File: config.mk
export PLATFORM = sky130hd
export DESIGN_NAME = rgb_to_hsv_converter_core
export DESIGN_NICKNAME = d
export VERILOG_FILES = /design/src/rgbhsv_pkg.sv /design/src/rgb_to_hsv_converter_core.sv
export SDC_FILE = /design/constraint.sdc
export NUM_CORES = 1
export LEC_CHECK = 0
export ABC_AREA = 1
export CORE_MARGIN = 5
export CORE_UTILIZATION = 50
export DETAILED_ROUTE_END_ITERATION = 8
export DONT_BUFFER_PORTS = 1
export PLACE_DENSITY = 0.76
export SETUP_SLACK_MARGIN = 0.02
export SYNTH_ARGS = -nofsm -noshare
export SYNTH_HDL_FRONTEND = slang
export SYNTH_SLANG_ARGS = --single-unit
File: constraint.sdc
create_clock -name clk -period 69.7 [get_ports clk]
set_input_delay 13.94 -clock clk [delete_from_list [all_inputs] [get_ports clk]]
set_output_delay 13.94 -clock clk [all_outputs]
set_load 0.01 [all_outputs]
File: src/rgbhsv_pkg.sv
`default_nettype none
// ----------------------------------------------------------------------------
// rgbhsv_pkg
// Types and constants shared by the RGB to HSV conversion pipeline.
// ----------------------------------------------------------------------------
package rgbhsv_pkg;

	localparam int unsigned CH_W       = 8;   // color channel width
	localparam int unsigned HUE_W      = 9;   // hue in degrees
	localparam int unsigned PCT_W      = 7;   // percent fields
	localparam int unsigned HNUM_W     = 17;  // hue numerator, up to 360*255+254
	localparam int unsigned SNUM_W     = 15;  // percent numerators, up to 25754
	localparam int unsigned HDIFF_W    = 16;  // 60 times a signed channel difference
	localparam int unsigned SECT_OFF_W = 9;   // sector offset in degrees
	localparam int unsigned DIV_STAGES = HUE_W; // one quotient bit per stage
	localparam int unsigned VAL_SH     = 8;   // divide by 255 via shift-and-fold

	localparam logic signed [HDIFF_W-1:0] HUE_SLOPE   = HDIFF_W'(60);
	localparam logic [SECT_OFF_W-1:0]     OFF_RED     = SECT_OFF_W'(0);
	localparam logic [SECT_OFF_W-1:0]     OFF_GREEN   = SECT_OFF_W'(120);
	localparam logic [SECT_OFF_W-1:0]     OFF_BLUE    = SECT_OFF_W'(240);
	localparam logic [SECT_OFF_W-1:0]     OFF_WRAP    = SECT_OFF_W'(360);
	localparam logic [HUE_W-1:0]          HUE_WRAP    = HUE_W'(360);
	localparam logic [SNUM_W-1:0]         PCT_SCALE   = SNUM_W'(100);
	localparam logic [SNUM_W-1:0]         VAL_ROUNDUP = SNUM_W'(254);

	typedef struct packed {
		logic [CH_W-1:0] red;
		logic [CH_W-1:0] green;
		logic [CH_W-1:0] blue;
	} rgb_t;

	typedef struct packed {
		logic [HUE_W-1:0] hue;
		logic [PCT_W-1:0] saturation;
		logic [PCT_W-1:0] brightness;
	} hsv_t;

	// Channel that holds the maximum
	typedef enum logic [1:0] {
		SECT_RED,
		SECT_GREEN,
		SECT_BLUE
	} hue_sect_t;

	// State carried through the shared-step divider stages
	typedef struct packed {
		logic [HNUM_W-1:0] hrem;
		logic [HUE_W-1:0]  hq;
		logic [CH_W-1:0]   hden;
		logic [SNUM_W-1:0] srem;
		logic [HUE_W-1:0]  sq;
		logic [CH_W-1:0]   sden;
		logic [PCT_W-1:0]  vq;
		logic              gray;
		logic              black;
	} div_t;

endpackage
`default_nettype wire

File: src/rgb_to_hsv_converter_core.sv
`default_nettype none
// ----------------------------------------------------------------------------
// rgb_to_hsv_converter_core
// Pipelined RGB to HSV conversion with ceiling-rounded integer results.
// ----------------------------------------------------------------------------
// Pipeline stages: 3 setup stages, 9 divider stages with one quotient bit
// each, 1 output register.
// Throughput: one pixel per cycle; the whole pipeline holds while the output
// register is full and not taken.
// Reset: arst_n clears every valid bit; payload registers are not reset.
module rgb_to_hsv_converter_core (
	input  wire                logic clk,
	input  wire                logic arst_n,
	input  wire                logic in_valid,
	output                     logic in_ready,
	input  wire rgbhsv_pkg::rgb_t in_data,
	output                     logic out_valid,
	input  wire                logic out_ready,
	output rgbhsv_pkg::hsv_t   out_data
);
	import rgbhsv_pkg::*;

	logic advance;

	// Stage 1: max, min, sector, signed difference
	logic                      valid_s1;
	logic [CH_W-1:0]           mx_s1;
	logic [CH_W-1:0]           delta_s1;
	hue_sect_t                 sect_s1;
	logic signed [CH_W:0]      diff_s1;

	// Stage 2: scaled numerators
	logic                      valid_s2;
	logic signed [HDIFF_W-1:0] hdiff_s2;
	logic [HNUM_W-1:0]         hoff_s2;
	logic [SNUM_W-1:0]         snum_s2;
	logic [SNUM_W-1:0]         vnum_s2;
	logic [CH_W-1:0]           mx_s2;
	logic [CH_W-1:0]           delta_s2;

	// Stage 3: final hue numerator, brightness quotient
	logic                      valid_s3;
	div_t                      div_s3;

	// Divider stages, index is the stage number
	logic                      div_valid_s [DIV_STAGES];
	div_t                      div_s       [DIV_STAGES];
	div_t                      div_in      [DIV_STAGES];
	div_t                      div_nxt     [DIV_STAGES];

	logic                      out_valid_q;
	hsv_t                      out_data_q;

	assign advance   = !out_valid_q || out_ready;
	assign in_ready  = advance;
	assign out_valid = out_valid_q;
	assign out_data  = out_data_q;

	// ------------------------------------------------------------------
	// Stage 1
	// ------------------------------------------------------------------
	logic [CH_W-1:0]      mx_c;
	logic [CH_W-1:0]      mn_c;
	hue_sect_t            sect_c;
	logic signed [CH_W:0] diff_c;

	always_comb begin
		logic signed [CH_W:0] r;
		logic signed [CH_W:0] g;
		logic signed [CH_W:0] b;
		r = $signed({1'b0, in_data.red});
		g = $signed({1'b0, in_data.green});
		b = $signed({1'b0, in_data.blue});

		mx_c = in_data.red;
		if (in_data.green > mx_c) mx_c = in_data.green;
		if (in_data.blue > mx_c) mx_c = in_data.blue;
		mn_c = in_data.red;
		if (in_data.green < mn_c) mn_c = in_data.green;
		if (in_data.blue < mn_c) mn_c = in_data.blue;

		// ties: blue first, then red, then green
		if (in_data.blue >= in_data.red && in_data.blue >= in_data.green) begin
			sect_c = SECT_BLUE;
			diff_c = r - g;
		end else if (in_data.red >= in_data.green) begin
			sect_c = SECT_RED;
			diff_c = g - b;
		end else begin
			sect_c = SECT_GREEN;
			diff_c = b - r;
		end
	end

	// ------------------------------------------------------------------
	// Stage 2
	// ------------------------------------------------------------------
	logic [SECT_OFF_W-1:0] off_c;
	logic signed [HDIFF_W-1:0] hdiff_c;
	logic [HNUM_W-1:0]     hoff_c;
	logic [SNUM_W-1:0]     snum_c;
	logic [SNUM_W-1:0]     vnum_c;

	always_comb begin
		unique case (sect_s1)
			SECT_BLUE:  off_c = OFF_BLUE;
			SECT_GREEN: off_c = OFF_GREEN;
			SECT_RED:   off_c = diff_s1[CH_W] ? OFF_WRAP : OFF_RED;
			default:    off_c = OFF_RED;
		endcase

		hdiff_c = HDIFF_W'(diff_s1) * HUE_SLOPE;

		// add delta - 1 so the floor divide rounds up
		if (delta_s1 == '0) begin
			hoff_c = '0;
		end else begin
			hoff_c = HNUM_W'(off_c) * HNUM_W'(delta_s1) + HNUM_W'(delta_s1)
				- HNUM_W'(1);
		end

		if (mx_s1 == '0) begin
			snum_c = '0;
		end else begin
			snum_c = SNUM_W'(delta_s1) * PCT_SCALE + SNUM_W'(mx_s1) - SNUM_W'(1);
		end

		vnum_c = SNUM_W'(mx_s1) * PCT_SCALE + VAL_ROUNDUP;
	end

	// ------------------------------------------------------------------
	// Stage 3
	// ------------------------------------------------------------------
	logic signed [HNUM_W:0] hsum_c;
	logic [SNUM_W:0]        vsum_c;
	div_t                   div_c;

	always_comb begin
		// numerator is never negative here
		hsum_c = $signed({1'b0, hoff_s2}) + (HNUM_W+1)'(hdiff_s2);
		// floor(x / 255) as (x + 1 + (x >> 8)) >> 8
		vsum_c = (SNUM_W+1)'(vnum_s2) + (SNUM_W+1)'(1)
			+ (SNUM_W+1)'(vnum_s2 >> VAL_SH);

		div_c.hrem  = hsum_c[HNUM_W-1:0];
		div_c.hq    = '0;
		div_c.hden  = delta_s2;
		div_c.srem  = snum_s2;
		div_c.sq    = '0;
		div_c.sden  = mx_s2;
		div_c.vq    = vsum_c[VAL_SH+PCT_W-1:VAL_SH];
		div_c.gray  = (delta_s2 == '0);
		div_c.black = (mx_s2 == '0);
	end

	// ------------------------------------------------------------------
	// Divider stages: restoring division, hue and saturation side by side
	// ------------------------------------------------------------------
	for (genvar k = 0; k < DIV_STAGES; k++) begin : g_div
		localparam int unsigned QBit = DIV_STAGES - 1 - k;

		if (k == 0) begin : g_first
			assign div_in[k] = div_s3;
		end else begin : g_next
			assign div_in[k] = div_s[k-1];
		end

		always_comb begin
			logic [HNUM_W-1:0] htrial;
			logic [SNUM_W-1:0] strial;
			htrial = HNUM_W'(div_in[k].hden) << QBit;
			strial = SNUM_W'(div_in[k].sden) << QBit;

			div_nxt[k] = div_in[k];
			if (div_in[k].hrem >= htrial) begin
				div_nxt[k].hrem    = div_in[k].hrem - htrial;
				div_nxt[k].hq[QBit] = 1'b1;
			end
			// saturation quotient never exceeds 100, so its top bits stay clear
			if (QBit < PCT_W && div_in[k].srem >= strial) begin
				div_nxt[k].srem    = div_in[k].srem - strial;
				div_nxt[k].sq[QBit] = 1'b1;
			end
		end

		always_ff @(posedge clk) begin
			if (advance) begin
				div_s[k] <= div_nxt[k];
			end
		end
	end

	for (genvar k = 0; k < DIV_STAGES; k++) begin : g_div_valid
		always_ff @(posedge clk or negedge arst_n) begin
			if (!arst_n) begin
				div_valid_s[k] <= 1'b0;
			end else if (advance) begin
				div_valid_s[k] <= (k == 0) ? valid_s3 : div_valid_s[(k == 0) ? 0 : k-1];
			end
		end
	end

	// ------------------------------------------------------------------
	// Output formatting
	// ------------------------------------------------------------------
	hsv_t out_c;

	always_comb begin
		// gray gives hue 0; a hue rounding up to 360 wraps to 0
		if (div_s[DIV_STAGES-1].gray || div_s[DIV_STAGES-1].hq == HUE_WRAP) begin
			out_c.hue = '0;
		end else begin
			out_c.hue = div_s[DIV_STAGES-1].hq;
		end
		out_c.saturation = div_s[DIV_STAGES-1].black ? '0
			: div_s[DIV_STAGES-1].sq[PCT_W-1:0];
		out_c.brightness = div_s[DIV_STAGES-1].vq;
	end

	// ------------------------------------------------------------------
	// Registers
	// ------------------------------------------------------------------
	always_ff @(posedge clk or negedge arst_n) begin
		if (!arst_n) begin
			valid_s1    <= 1'b0;
			valid_s2    <= 1'b0;
			valid_s3    <= 1'b0;
			out_valid_q <= 1'b0;
		end else if (advance) begin
			valid_s1    <= in_valid;
			valid_s2    <= valid_s1;
			valid_s3    <= valid_s2;
			out_valid_q <= div_valid_s[DIV_STAGES-1];
		end
	end

	always_ff @(posedge clk) begin
		if (advance) begin
			mx_s1      <= mx_c;
			delta_s1   <= mx_c - mn_c;
			sect_s1    <= sect_c;
			diff_s1    <= diff_c;

			hdiff_s2   <= hdiff_c;
			hoff_s2    <= hoff_c;
			snum_s2    <= snum_c;
			vnum_s2    <= vnum_c;
			mx_s2      <= mx_s1;
			delta_s2   <= delta_s1;

			div_s3     <= div_c;

			out_data_q <= out_c;
		end
	end

	// ------------------------------------------------------------------
	// Assertions
	// ------------------------------------------------------------------
	a_hue_range: assert property (@(posedge clk) disable iff (!arst_n)
		out_valid_q |-> out_data_q.hue < HUE_WRAP)
		else $error("hue out of range");

	a_pct_range: assert property (@(posedge clk) disable iff (!arst_n)
		out_valid_q |-> (out_data_q.saturation <= PCT_W'(100)
			&& out_data_q.brightness <= PCT_W'(100)))
		else $error("percent field out of range");

	a_black: assert property (@(posedge clk) disable iff (!arst_n)
		(out_valid_q && out_data_q.brightness == '0) |->
			(out_data_q.saturation == '0 && out_data_q.hue == '0))
		else $error("black pixel with nonzero hue or saturation");

	a_enter: assert property (@(posedge clk) disable iff (!arst_n)
		(in_valid && in_ready) |=> valid_s1)
		else $error("transfer did not enter stage 1");

	a_hold: assert property (@(posedge clk) disable iff (!arst_n)
		!in_ready |=> ($stable(valid_s3) && $stable(div_s3)))
		else $error("pipeline moved during stall");

endmodule
`default_nettype wire
### After elaboration in Yosys (flattened, before gate mapping)

Memory sizes are Yosys's and may differ from the RTL's.
Index checks and enable logic that the tools add are counted.

| operators by class | value |
|---|---|
| muxes and demuxes | 42 |
| multiply operators | 4 |
| add/sub/neg operators | 28 |
| magnitude comparators | 23 |
| reductions and logical operators | 9 |
| equal/unequal tests | 3 |

Operators by type and width:

| kind | number |
|---|---|
| 17-bit 2-to-1 mux | 8 |
| 15-bit 2-to-1 mux | 7 |
| 8-bit zero test | 4 |
| 8-bit 2-to-1 mux | 4 |
| 9-bit 2-to-1 mux | 3 |
| 9-bit case mux with 3 select lines | 1 |
| 8-bit by 8-bit subtractor with 9-bit output | 3 |
| 8-bit by 5-bit multiplier with 13-bit output, second input constant | 2 |
| 8-bit greater-or-equal comparator | 3 |
| 1-bit 2-to-1 mux | 18 |
| 18-bit 2-to-1 mux | 1 |
| 17-bit by 16-bit adder with 17-bit output | 1 |
| 17-bit by 8-bit adder with 17-bit output | 1 |
| 17-bit by 10-bit greater-or-equal comparator with 1-bit output | 1 |
| 17-bit by 11-bit greater-or-equal comparator with 1-bit output | 1 |
| 17-bit by 12-bit greater-or-equal comparator with 1-bit output | 1 |
| 17-bit by 13-bit greater-or-equal comparator with 1-bit output | 1 |
| 17-bit by 14-bit greater-or-equal comparator with 1-bit output | 1 |
| 17-bit by 15-bit greater-or-equal comparator with 1-bit output | 1 |
| 17-bit by 16-bit greater-or-equal comparator with 1-bit output | 1 |
| 17-bit by 8-bit greater-or-equal comparator with 1-bit output | 1 |
| 17-bit by 9-bit greater-or-equal comparator with 1-bit output | 1 |
| 9-bit by 8-bit multiplier with 17-bit output | 1 |
| 17-bit by 1-bit subtractor with 17-bit output, second input constant | 1 |
| other kinds (39) | 42 |

| storage, ports and cells | value |
|---|---|
| memories kept | 1 |
| bits of input ports | 28 |
| bits in registers | 197 |
| output and inout port bits | 25 |
| bits in writable memories | 675 |

Memory list:

| memory | words | width | read ports | clocked after Yosys merged registers in | write ports | line | text |
|---|---|---|---|---|---|---|---|
| div_s | 9 | 75 | 9 | 0 | 9 | rgb_to_hsv_converter_core.sv:47 | `div_t div_s [DIV_STAGES];` |

### Longest topological paths before layout

| logic depth | value |
|---|---|
| word-level depth | 5 |
| depth in mapped cells | 38 |
| depth with buffers taken out | 37 |

### Worst setup path after synthesis

OpenSTA, ideal clock, no wires.

| timing path | value |
|---|---|
| path kind | input -> output |
| from | input port out_ready |
| to | output port in_ready |
| stages on the path | 3 |
| setup slack | 21970 ps |
| arrival time | 33790 ps |
| cells stage by stage | inv_1 nand2_1 clkbuf_1 |

| on the way | value |
|---|---|
| cells in the longest elaborated chain, start to end | 1 |

Ends and longest elaborated chain:

| item | line | text |
|---|---|---|
| from (decl) | rgb_to_hsv_converter_core.sv:18 | `input wire logic out_ready,` |
| 1-bit logical OR | rgb_to_hsv_converter_core.sv:54 | `assign advance = !out_valid_q \|\| out_ready;` |
| to (decl) | rgb_to_hsv_converter_core.sv:15 | `output logic in_ready,` |

Every way passes these cells.

### Worst setup path after layout

Same ends and word-level chain as after synthesis.

==> flow_summary_export.csv <==
group,metric,value,unit
floorplanning,io_pins,53,
cells_and_area,drive_above_1_share,0.0567,
drt,vias,23161,
setup_path,cp.required,55.76,ns
floorplanning,die_y,289,µm
logic_synthesis,synth_area,38800,µm²
floorplanning,coreArea,77200,µm²
setup_path,timing.rr.start,"diff_s1[8]",
setup_path,critical_path.max_fanout,5,
hold_path,worstHoldPathType,"flip-flop to flip-flop",
timing,hold_violations,0,
logic_synthesis,synth.area.top_cells,"edfxtp_1, ha_1, inv_1, nand2_1, fa_1",
clock_tree,htreeDepth,3,
logic_synthesis,yosys.area.top_type,"edfxtp_1",
run_status,status,"finished, final reports clean",
grt,antenna_found_initial,0,
cells_and_area,area_growth,9.59,%
logic_synthesis,syn_inst,3403,
clock_tree,clock-root-buffer,"clkbuf_16",
logic_synthesis,ys_seq_area_frac,0.566,
logic_synthesis,synth_enable_flop_cells,720,
timing,rsz0062_at_grt,"false",
floorplanning,start_util,0.502,
setup_path,reg2reg_to,"hoff_s2[13]",
setup_path,path_delay_family,"simple AND/OR/NAND/NOR gates",
cells_and_area,nFillCells,6271,
grt,grt_max_degree,204,
logic_synthesis,async_reset_ff_frac,0.0177,
timing,period_share,0.402,
clock_tree,clkSinkCount,733,
placement,port_buffers,0,
drt,wl,62700,µm
setup_path,critPathLaunch,"out_ready",
hold_path,holdPathEnd,"div_s[0][304]",
grt,grt_usage,0.155,
logic_synthesis,synth_top_cell_area_share,0.557,
cells_and_area,antennaDiodeCount,0,
logic_synthesis,synth.avg_cell_area,11.4,µm²
floorplanning,std_cell_rows,102,
drt,routedWlPerCell,13.7,µm
timing,setup_viol_count_final,0,
clock_tree,cts_hold_buf,0,
logic_synthesis,synth-seq-cells,733,
clock_tree,clkTransAtPathRegs,0.06,ns
floorplanning,fp.dieW,289,µm
hold_path,hold_depth,0,
job,max_cap_violations,0,
timing,final_max_slew_viol_count,0,
drt,drc,0,
setup_path,r2r_cells,23,
setup_path,arrival,14.11,ns
grt,grt_overflow,0,
clock_tree,cts_buffers,76,
timing,fin_crit,28.05,ns
floorplanning,die_area,83200,µm²
drt,drt_first_pass_iters,5,
timing,slew_headroom,0.246,
setup_path,worstSetupPathType,"primary input to primary output",
setup_path,worstSetupStartpointType,"primary input",
logic_synthesis,synth_nets,3855,
setup_path,rrSetupSlack,63.83,ns
hold_path,hold_start,"div_s[0][229]",
clock_tree,cts_resized,0,
setup_path,slowest_delay,0.10,ns
drt,postRouteAntennaNets,0,
drt,drtIter0Drc,1212,
timing,worst_pin_slew,1.13,ns
logic_synthesis,ys_types,62,
logic_synthesis,ys_warn_count,0,
cells_and_area,fin_nets,3916,
clock_tree,cts_buffer_depth,3,
drt,via_per_inst,5.07,
setup_path,crit_buf_inv,1,
logic_synthesis,synth.most_common_cell,"edfxtp_1",
placement,gp_congestion,0.878,
setup_path,end_kind,"primary output",
grt,grt_pass1_vias,23388,
timing,max_freq,35.6,MHz
clock_tree,cts_setup_buffers,0,
setup_path,cpMaxStageDelayCell,"nand2_4",
clock_tree,clk_latency,0.61,ns
placement,hpwl,45700,µm
timing,setup_tns,0,ns
clock_tree,cts_tree,"done",
setup_path,cp_cell_sequence,"inv_1 -> nand2_4",
logic_synthesis,synth_top_flop_cell,"edfxtp_1",
logic_synthesis,synth_commonest_cells,"edfxtp_1, inv_1, nand2_1, ha_1, nor2_1",
grt,grt_pass1_wl,108000,µm
timing,clock_skew,0.0238,ns
## through the flow
step	setup slack [ns]	hold WS, ns	instances	instance area (µm²)	util
6_report	41.65	0.398	4566	42500	0.550
3_3_place_gp	41.64	0.400	4426	40000	0.518
3_5_place_dp	41.63	0.405	4426	40000	0.518
4_1_cts	41.63	0.403	4566	42500	0.550
5_1_grt	41.63	0.413	4566	42500	0.550
2_1_floorplan	21.97	0.400	3403	38800	-
## metal layers
| metal | wire, µm | global-route usage | up-vias | part of all wire |
|---|---|---|---|---|
| met1 | 25400 | 0.178 | 10700 | 0.40 |
| met5 | 0 | 0 | - | 0 |
| li1 | - | - | 11852 | - |
| met4 | 2520 | 0.0632 | 0 | 0.040 |
| met2 | 31900 | 0.282 | 426 | 0.51 |
| met3 | 2870 | 0.0331 | 183 | 0.046 |
## cell usage in the layout (no fill, tap or decap), types with 14 or more instances in the layout
cell	synthesis	final
clkinv_1	0	16
xor2_1	100	100
a31oi_1	14	14
inv_1	551	551
nand4_1	27	27
ha_1	353	353
o21ai_1	21	21
nand3_1	87	87
a21oi_1	228	228
fa_1	71	71
nor4_1	24	24
nor2_1	234	234
edfxtp_1	720	720
nand2_1	460	459
xnor2_1	90	90
o21ai_0	175	175
nor3_1	38	38
clkbuf_16	0	77
## cell families after synthesis
logic type / synth area share
DFF: 0.566
and+or+nand+nor: 0.103
buffers and inverters: 0.0575
muxes: 0.00348
AOI/OAI and AO/OA: 0.0763
xor gates and xnor gates: 0.0429
adders and majority gates: 0.151
## worst max path at each step
stage | slack [ns] | depth (start not counted) | end
2_1_floorplan | 21.97 | 3 | in_ready
3_3_place_gp | 41.64 | 2 | in_ready
3_5_place_dp | 41.63 | 2 | in_ready
4_1_cts | 41.63 | 2 | in_ready
5_1_grt | 41.63 | 2 | in_ready
6_report | 41.65 | 2 | in_ready
## area by class of cell
| type | count | area, µm² | share of cell area |
|---|---|---|---|
| sequential | 733 | 21900 | 0.516 |
| multi-input combinational | 2086 | 14600 | 0.344 |
| inverter | 559 | 2100 | 0.0494 |
| clock buffer | 90 | 1980 | 0.0465 |
| tap | 1040 | 1300 | 0.0306 |
| clock inverter | 50 | 493 | 0.0116 |
| timing repair buffer | 8 | 72.6 | 0.00171 |
## registers in the layout, summed over array words and instances, names as in the netlist
register     count
diff_s1          9
mx_s1            8
sect_s1          2
valid_s1         1
div_valid_s      9
delta_s2         8
vnum_s2         13
mx_s2            8
div_s          538
div_in          57
delta_s1         8
snum_s2         15
valid_s2         1
hdiff_s2        14
out_data        23
out_valid        1
hoff_s2         17
valid_s3         1
Power is left out: the tool's default activity adds up to more than one toggle a clock period on the data nets, which glitch-free logic cannot reach.
